===== config.mk =====
export PLATFORM = sky130hd
export DESIGN_NAME = prs_entry_ram
export DESIGN_NICKNAME = d
export VERILOG_FILES = /design/src/rtl/prs_entry_ram.sv
export SDC_FILE = /design/constraint.sdc
export NUM_CORES = 1
export LEC_CHECK = 0
export BUFFER_PORTS_ARGS = -buffer_cell sky130_fd_sc_hd__buf_2
export CORE_MARGIN = 2
export CORE_UTILIZATION = 54
export CTS_CLUSTER_SIZE = 16
export DETAILED_ROUTE_END_ITERATION = 10
export GPL_TIMING_DRIVEN = 1
export PLACE_DENSITY_LB_ADDON = 0.1
export SKIP_LAST_GASP = 1
export SYNTH_ARGS = -nofsm -noshare
export SYNTH_HDL_FRONTEND = slang
export SYNTH_SLANG_ARGS = --single-unit

===== constraint.sdc =====
create_clock -name clk -period 1.7 [get_ports clk]
set_input_delay 0.255 -clock clk [delete_from_list [all_inputs] [get_ports clk]]
set_output_delay 0.255 -clock clk [all_outputs]
set_load 0.005 [all_outputs]

===== src/rtl/prs_entry_ram.sv =====
// Descriptor memory: one write port, one registered read port.
// Depends on nothing.
module prs_entry_ram #(
    parameter int DEPTH = 16,
    parameter int AW = 4,
    parameter int DW = 8
) (
    input  logic clk,
    input  logic we,
    input  logic [AW-1:0] waddr,
    input  logic [DW-1:0] wdata,
    input  logic [AW-1:0] raddr,
    output logic [DW-1:0] rdata
);
    logic [DW-1:0] mem [DEPTH];

    always_ff @(posedge clk)
    begin
        if (we)
            mem[waddr] <= wdata;
        rdata <= mem[raddr];
    end
endmodule

==> out/summary.txt <==
Initial Utilization = 55.71%
Worst EP required = 2.10 ns
P&R area growth vs syn = 19.23%
Final setup viols = 0
largest net degree at the start of global routing = 21
Pre-antenna DRT Iters = 4
post-synth net total = 247
layout cell share with drive strength beyond 1 = 32.66%
clk buf depth = 2
worst vdd ir = 0.6882 mV
buffers plus inverters on the worst setup path = 0
Remaining DRCs = 0
# rows = 35
first-pass GRT wire length = 14.35 mm
syn avg cell area = 22.48 um^2
antenna cell count = 0
crit start category = flop
Final Skew = 0.006836 ns
crit path cell chain = mux4_1 > a22oi_1 > nand2_1
clock sinks = 136
Via density = 5.711
Placer Congestion = 0.6977
Clk network pwr share = 46.7%
final hold vios = 0
crit-path max cell delay = 0.54 ns
I/O pin total = 26
total global-route track usage = 20.68%
DIE AREA = 10330 um^2
H-tree levels = 4
period utilization = 81.38%
Worst path slowest cell = mux4_1
CP delay by family, top = multiplexers
post-route ant nets = 0
Sw Ratio = 20.49%
Cell Pwr Density = 1258 nW/um^2
Die H = 101.6 um
DIE WIDTH = 101.6 um
Leak Pwr = 2.102 nW
nets = 302
DP Worst Slack = -0.03742 ns
DR WL/cell = 22.20 um
Worst-Margin Slew = 0.7138 ns
Comb pwr share = 4.4%
internal power consumption = 6.141 mW
worst path arrival time = 1.78 ns
design area = 6137 um^2
sequential share of power = 48.8%
Mapped Cells = 229
Max Cap Violations = 0
number of port buffers = 25
Max Clk Rate = 722.8 MHz
TritonCTS buffer count = 17
CTS tree = done
cts repair resizes = 0
Netlist Area Pre-Place = 5147 um^2
Crit Path Max Fanout = 1
grt total ovfl = 0
Worst-Skew Late Latency = 0.52 ns
initial antenna violation count = 0
hold crit path type = in -> reg
FF+latch count, synth = 136
fillers = 597
CTS clk-pin slew, worst paths = 0.06 ns
vias in the first global route = 2466
synth warn = 0
Core Area = 9240 um^2
RSZ-0062 raised after global routing = false
post-DP HPWL = 5.953 mm
wirelength, routed = 9.457 mm
initial DRC count = 155
hold_buf cts = 0
Final WS setup = 0.3165 ns
setup repair bufs after CTS = 0
Synth cell types = 19
CP endpoint kind = flop
root buffer selected by CTS = clkbuf_8
CP Class = reg -> reg
Seq/Total Area, Yosys = 77.78%
Psw = 1.582 mW
vias post-DR = 2433
Slew Limit Fails = 0
relative slew slack = 52.31%
status = completed
post-placement cell area = 5548 um^2
Tmin final = 1.384 ns
worst paths after layout:
kind	slack, ns	endpoint	cells past startpoint	start
min	0.12	mem[1][1]	1	wdata[1]
min reg2reg	0.66	rdata[2]	3	mem[4][2]
max reg2reg	0.32	rdata[0]	3	mem[5][0]
max	0.32	rdata[0]	3	mem[5][0]
power groups by stage:
stage,sequential (mW),clock [mW],combinational (mW)
3_3_place_gp,3.84,0,0.345
6_report,3.77,3.61,0.343
5_1_grt,3.78,3.80,0.375
3_5_place_dp,3.84,0,0.351
4_1_cts,3.77,3.66,0.353
2_1_floorplan,3.84,0,0.191
kinds of logic (layout without fill, tap and decap cells):
family                 count (synthesis)  count (layout)  share of synthesized area, %
and+or+nand+nor                       35              35                         3.184
buffers and inverters                 10              78                         1.677
DFF                                  136             136                         77.78
AOI/OAI and AO/OA                     16              16                         2.334
muxes                                 32              32                         15.02
flip-flops by register name (all words and copies together) (netlist names):
signal,flops
mem,128
rdata,8
cells in the final DEF (no fill, tap or decap), types with 2 or more instances in the layout:
master,Yosys,routed
edfxtp_1,128,128
inv_6,0,3
buf_12,0,3
clkinv_2,0,3
nand2b_1,2,2
clkinvlp_4,0,3
nor2_1,13,13
nand3b_1,2,2
mux4_1,14,14
buf_4,1,18
nor3_1,4,3
a22oi_1,16,16
nand2_1,9,9
clkinv_4,0,2
dfxtp_1,8,8
buf_2,3,25
bufinv_16,0,3
clkbuf_16,0,16
mux4_2,18,18
metal layers:
metal | up-vias | GRT usage (%) | part of all wire [%]
met5 | - | 0 | 0
met4 | 0 | 8.108 | 1.4
met3 | 11 | 6.280 | 5.9
met2 | 75 | 31.43 | 51
met1 | 1258 | 28.54 | 42
li1 | 1089 | - | -
worst reg2reg max path, delay by kind of cell, from the launching register on:
family / cells / cell delay [ns]
flops: 1 / 0.36
mux: 1 / 0.54
simple gates: 1 / 0.10
compound gates: 1 / 0.27
through the flow:
stage | power (mW) | cells | util (%) | hold WS, ns | setup TNS (ns)
after floorplan | 4.027 | 229 | - | 0.3539 | 0
after CTS | 7.788 | 426 | 66.42 | 0.09777 | 0
after detailed placement | 4.192 | 394 | 60.04 | 0.6331 | -0.03742
after global routing | 7.949 | 426 | 66.42 | 0.1099 | 0
final | 7.723 | 426 | 66.42 | 0.1165 | 0
after global placement | 4.185 | 394 | 60.04 | 0.6364 | -0.02480
synthesized netlist by cell type:
cell	number	area (um^2)
nor2b_1	1	6.260
buf_2	3	15.01
clkdlybuf4s25_2	3	30.03
buf_4	1	7.510
nand2_1	9	33.78
buf_6	3	33.78
and2b_1	1	7.510
nand2b_1	2	12.51
a22oi_1	16	120.1
mux4_2	18	405.4
nor3_1	4	20.02
nor2_1	13	48.80
edfxtp_1	128	3844
or3b_2	1	8.760
nand3b_1	2	15.01
nand3_1	1	5.000
dfxtp_1	8	160.2
and2_1	1	6.260
mux4_1	14	367.9
area by class of cell:
class                   instances  area, um^2  share of cell area, %
flip-flops and latches        136        4004                  65.24
multi-input cells              83        1062                  17.31
clock buffers                  17       414.1                  6.748
repair buffers                 46       320.3                  5.219
clock inverters                15       175.2                  2.854
well taps                     129       161.4                  2.630
Power figures use the tool's default switching activity.
