==> src/rtl/prs_pkg.sv <==
// Shared types, constants and helpers for the packet rate shaper.
// No dependencies.
package prs_pkg;

    localparam int QUEUE_DEPTH_DEF = 16;
    localparam logic [31:0] DELAY_LIMIT_RST = 32'd50000;
    localparam logic [31:0] SEQ_NONE = 32'hFFFF_FFFF;
    localparam logic [63:0] TIME_MAX = 64'hFFFF_FFFF_FFFF_FFFF;
    localparam logic [19:0] USEC_PER_SEC = 20'd1000000;
    localparam logic [5:0] HDR_V6 = 6'd48;
    localparam logic [5:0] HDR_V4 = 6'd28;
    localparam logic [15:0] MAX_RELEASE = 16'd16;

    typedef enum logic [1:0] {
        OP_ENQ = 2'd0,
        OP_TICK = 2'd1,
        OP_REFRESH = 2'd2,
        OP_FLUSH = 2'd3
    } op_t;

    typedef enum logic [3:0] {
        K_ACCEPTED = 4'd0,
        K_DELAY_FLUSH = 4'd1,
        K_NO_BW = 4'd2,
        K_FULL = 4'd3,
        K_RELEASED = 4'd4,
        K_TICK_DONE = 4'd5,
        K_REFRESH_OK = 4'd6,
        K_REFRESH_FLUSH = 4'd7,
        K_FLUSHED = 4'd8
    } kind_t;

    localparam logic CFG_BANDWIDTH = 1'b0;
    localparam logic CFG_DELAY_LIMIT = 1'b1;

    typedef struct packed {
        logic [1:0] operation;
        logic [63:0] now_us;
        logic [15:0] payload_bytes;
        logic is_ipv6;
        logic [31:0] seq_num;
        logic [1:0] command;
        logic [31:0] send_flags;
        logic [7:0] traffic_class;
        logic remap;
    } in_word_t;

    typedef struct packed {
        logic [3:0] kind;
        logic [31:0] out_seq;
        logic [15:0] out_payload;
        logic [1:0] out_command;
        logic [31:0] out_flags;
        logic [7:0] out_class;
        logic [63:0] send_time;
        logic [31:0] last_seq_sent;
        logic [4:0] queued;
        logic last;
    } out_word_t;

    // Divider handshake between sequencer and divider.
    typedef struct packed {
        logic start;
        logic [16:0] size;
    } div_req_t;

    typedef struct packed {
        logic done;
        logic [63:0] quotient;
    } div_rsp_t;

    typedef enum logic [3:0] {
        S_IDLE,
        S_ENQ_DIV,
        S_TICK_RD,
        S_TICK_CHK,
        S_REF_RD,
        S_REF_CHK,
        S_REF_DIV,
        S_OUT
    } state_t;

    function automatic logic [63:0] sat_add(input logic [63:0] a, input logic [63:0] b);
        logic [64:0] s;
        s = {1'b0, a} + {1'b0, b};
        return s[64] ? TIME_MAX : s[63:0];
    endfunction

endpackage

==> src/rtl/prs_divider.sv <==
// Radix-2 restoring divider: 1e6 * size / bandwidth, one bit a cycle.
// Depends on prs_pkg.
module prs_divider
    import prs_pkg::*;
(
    input  logic clk,
    input  logic rst_n,
    input  div_req_t req,
    input  logic [31:0] bandwidth,
    output div_rsp_t rsp
);
    // dividend fits in 37 bits (1e6 * 131071)
    logic [36:0] dvd_reg, dvd_next;
    logic [36:0] quo_reg, quo_next;
    logic [32:0] rem_reg, rem_next;
    logic [5:0] cnt_reg, cnt_next;
    logic busy_reg, busy_next;
    logic done_reg, done_next;
    logic [33:0] trial;

    always_comb
    begin
        dvd_next = dvd_reg;
        quo_next = quo_reg;
        rem_next = rem_reg;
        cnt_next = cnt_reg;
        busy_next = busy_reg;
        done_next = 1'b0;
        trial = '0;
        if (req.start)
        begin
            dvd_next = {20'b0, req.size} * {17'b0, USEC_PER_SEC};
            quo_next = '0;
            rem_next = '0;
            cnt_next = 6'd37;
            busy_next = 1'b1;
        end
        else if (busy_reg)
        begin
            trial = {rem_reg, dvd_reg[36]} - {2'b0, bandwidth};
            dvd_next = {dvd_reg[35:0], 1'b0};
            if (!trial[33])
            begin
                rem_next = trial[32:0];
                quo_next = {quo_reg[35:0], 1'b1};
            end
            else
            begin
                rem_next = {rem_reg[31:0], dvd_reg[36]};
                quo_next = {quo_reg[35:0], 1'b0};
            end
            cnt_next = cnt_reg - 6'd1;
            if (cnt_reg == 6'd1)
            begin
                busy_next = 1'b0;
                done_next = 1'b1;
            end
        end
    end

    always_ff @(posedge clk or negedge rst_n)
    begin
        if (!rst_n)
        begin
            busy_reg <= 1'b0;
            done_reg <= 1'b0;
            cnt_reg <= '0;
        end
        else
        begin
            busy_reg <= busy_next;
            done_reg <= done_next;
            cnt_reg <= cnt_next;
        end
    end

    always_ff @(posedge clk)
    begin
        dvd_reg <= dvd_next;
        quo_reg <= quo_next;
        rem_reg <= rem_next;
    end

    assign rsp.done = done_reg;
    assign rsp.quotient = (bandwidth == '0) ? TIME_MAX : {27'b0, quo_reg};
endmodule

==> config.mk <==
export PLATFORM = sky130hd
export DESIGN_NAME = prs_divider
export DESIGN_NICKNAME = d
export VERILOG_FILES = /design/src/rtl/prs_pkg.sv /design/src/rtl/prs_divider.sv
export SDC_FILE = /design/constraint.sdc
export NUM_CORES = 1
export LEC_CHECK = 0
export ABC_AREA = 1
export BUFFER_PORTS_ARGS = -buffer_cell sky130_fd_sc_hd__buf_4
export CAP_MARGIN = 20
export CELL_PAD_IN_SITES_DETAIL_PLACEMENT = 0
export CELL_PAD_IN_SITES_GLOBAL_PLACEMENT = 1
export CORE_MARGIN = 3
export CORE_UTILIZATION = 30
export CTS_BUF_LIST = sky130_fd_sc_hd__clkbuf_4 sky130_fd_sc_hd__clkbuf_8 sky130_fd_sc_hd__clkbuf_16
export DETAILED_ROUTE_END_ITERATION = 6
export PLACE_DENSITY_LB_ADDON = 0.1
export SLEW_MARGIN = 5
export SYNTH_ARGS = -nofsm -noshare
export SYNTH_HDL_FRONTEND = slang
export SYNTH_SLANG_ARGS = --single-unit
export TNS_END_PERCENT = 10
==> constraint.sdc <==
create_clock -name clk -period 2.8 [get_ports clk]
set_clock_uncertainty 0.15 [all_clocks]
set_input_delay 0.14 -clock clk [delete_from_list [all_inputs] [get_ports clk]]
set_output_delay 0.14 -clock clk [all_outputs]
set_load 0.02 [all_outputs]
==> metrics <==
status finished with violations; violated checks setup timing; DP Worst Slack -2.20 ns; die extent in y 201 µm; final hold violation count 0; final wirelength 34900 µm; # setup viols final 20; DR top layer met4; synth warn 0; hold path startpoint req[0]; max frequency 221 MHz; WP data required 2.77 ns; Clock power frac 7.6%; Yosys reg bits 109; internal power 8990 µW; deepest clock path buffer count 2; Yosys top cell area share 15.5%; Worst Hold Endpoint dvd_reg[6]; CP max FO 4; row count 70; Max-cap violations 0; Synthesized Nets 1864; WL met1 17000 µm; Post-synth EDFFs 31; top cells by count, synth nand2_1, inv_1, ha_1, nand3_1, nor2_1; Critical Path Source Type primary input; gr ovfl total 0; core outline area 0.0371 mm²; PortBufs 116; TritonCTS clock tree built; pwr/cell area 1200 mW/mm²; CTS buffer count 9; WHS Path Cells 4; period utilization 161%; Reg-to-Reg End rem_reg[22]; Synth Instances 1609; pins over their slew limit 0; synthesis-to-finish area growth 28.2%; Mapped Area 0.0114 mm²; Lkg Pwr 0.00777 µW; clk sinks 109; sequential fraction of the synthesis area 22.1%; H-tree levels 3; setup ws final -1.72 ns; Final HPWL DP 29200 µm; met3 wire length 654 µm; Starting DRT DRC Count 537; DRT antenna net count 0; sequential power share 13.7%; largest net degree at the start of global routing 38; clock input transition at the sequential cells of the worst setup and hold paths 0.08 ns; count of cell types in the netlist 42; Starting Density 30.8%; Critical Path AT 4.48 ns; endpoint type of the worst setup path flop; share of layout cells above drive strength 1 23.6%; WS Path Type primary input to flop; Die X 201 µm; I/O Pins 117; ys flop type dfxtp_1; worst skew pair latency 0.36 ns; detailed-route DRC error count 0; FF-to-FF path depth 12; combinational share of power 78.7%; Power, Total 17700 µW; Max VDD drop 0.000789 V; minimum clock period 4.52 ns; NetSw 8670 µW; DR WL met2 17000 µm; top area cells in the synthesized netlist ha_1, nand2_1, dfxtp_1; ant diodes 0; Hold Crit Class primary input to flop; reg2reg start rem_reg[25]; router iterations before antenna repair 5; GP Congestion 0.877; Sw Ratio 49.1%; RSZ-0062 raised after global routing yes; fin util 39.5%; normalized max-slew margin 56.0%; Worst-Margin Slew 0.659 ns; vias in the first global route 10800; Mapped Avg Cell Area 7.11 µm²; count leader, synth nand2_1; average wire per standard cell 14.9 µm; Root Buffer clkbuf_16; gr usage total 17.3%; vias per inst 4.53; first-pass GRT wire length 57200 µm; initial antenna violation count 0; max reg flops 37; async set-reset flop share out of synthesis 7.34%; vias 10600; final-stage net count 2083; Reg2Reg Setup Slack 0.18 ns; DIE AREA 0.0405 mm²; cell taking the most area after synthesis ha_1
==> logic make-up (layout without fill, tap and decap cells) <==
logic type / count (synthesis) / count (layout) / share of synthesized area, %
compound gates: 184 / 184 / 9.12
xor+xnor: 28 / 28 / 2.14
fa+ha+maj: 203 / 203 / 26.2
buf+inv: 356 / 580 / 13.0
flops: 109 / 109 / 22.1
simple gates: 729 / 729 / 27.4
==> layout make-up <==
cell class / instances / area (µm²)
repair buffers: 267 / 2080
inverters: 297 / 1130
clock buffers: 10 / 239
well taps: 504 / 631
flip-flops and latches: 109 / 2530
clock inverters: 6 / 65.1
multi-input cells: 1144 / 7980
fillers: 4007 / 22500
==> worst max path at each step <==
stage                 from  slack, ns          end
floorplan           req[3]      -1.73  dvd_reg[28]
global placement    req[6]      -2.20  dvd_reg[29]
detailed placement  req[3]      -2.20  dvd_reg[29]
CTS                 req[8]      -1.66  dvd_reg[30]
global route        req[3]      -1.87  dvd_reg[28]
finish              req[3]      -1.72  dvd_reg[27]
==> critical path, cell delays in order <==
cell        delay [ns]
buf_8             0.08
clkinvlp_4        0.12
fa_1              0.50
inv_1             0.05
fa_1              0.47
fa_1              0.54
fa_1              0.42
ha_1              0.29
inv_1             0.05
fa_1              0.49
inv_2             0.05
ha_4              0.26
a21oi_4           0.17
o21ai_2           0.10
a21oi_2           0.14
nand3_2           0.12
buf_4             0.16
or2_4             0.24
nand3_2           0.05
nand2_1           0.05
==> per-stage QoR <==
step | cell area (µm²) | TNS, ns | hold WS, ns | std cells
after floorplan | 11600 | -29.98 | -0.306 | 1609
after global placement | 13900 | -39.20 | -0.183 | 2316
after detailed placement | 13900 | -39.55 | -0.180 | 2316
after CTS | 14500 | -29.48 | 0.0337 | 2334
after global routing | 14700 | -32.98 | 0.0528 | 2337
final | 14700 | -29.26 | 0.0440 | 2337
==> metal layers <==
metal / vias up / track usage (%)
met3: 15 / 1.81
li1: 5542 / -
met4: 0 / 2.49
met2: 92 / 30.5
met1: 4927 / 23.5
met5: - / 0
==> power groups by stage <==
stage	combinational, µW	sequential (µW)	clock (µW)
6_report	13900	2410	1350
5_1_grt	15600	2460	1470
4_1_cts	13400	2420	1410
3_5_place_dp	12300	2450	0
3_3_place_gp	12400	2450	0
2_1_floorplan	7780	2340	0
==> what timing repair did <==
action	4_1_cts	5_1_grt
gates cloned	0	0
setup buffers	0	2
hold endpoints to repair	8	0
hold buffers	2	0
pin swaps	28	18
endpoints found under the setup margin	20	24
resized for setup	59	43
==> cell usage in the layout (no fill, tap or decap), drive strengths merged, types with 11 or more instances in the layout <==
cell,synthesis,final
nor2,102,102
xor2,17,17
a21oi,67,67
xnor2,11,11
fa,61,61
buf,43,265
edfxtp,31,31
o21bai,12,12
ha,142,142
o21ai,54,54
nor3,12,12
inv,297,297
nand4,20,20
dfxtp,70,70
nand2,457,457
nand3,117,117
o22ai,37,37
(Power assumes the default switching activity.)
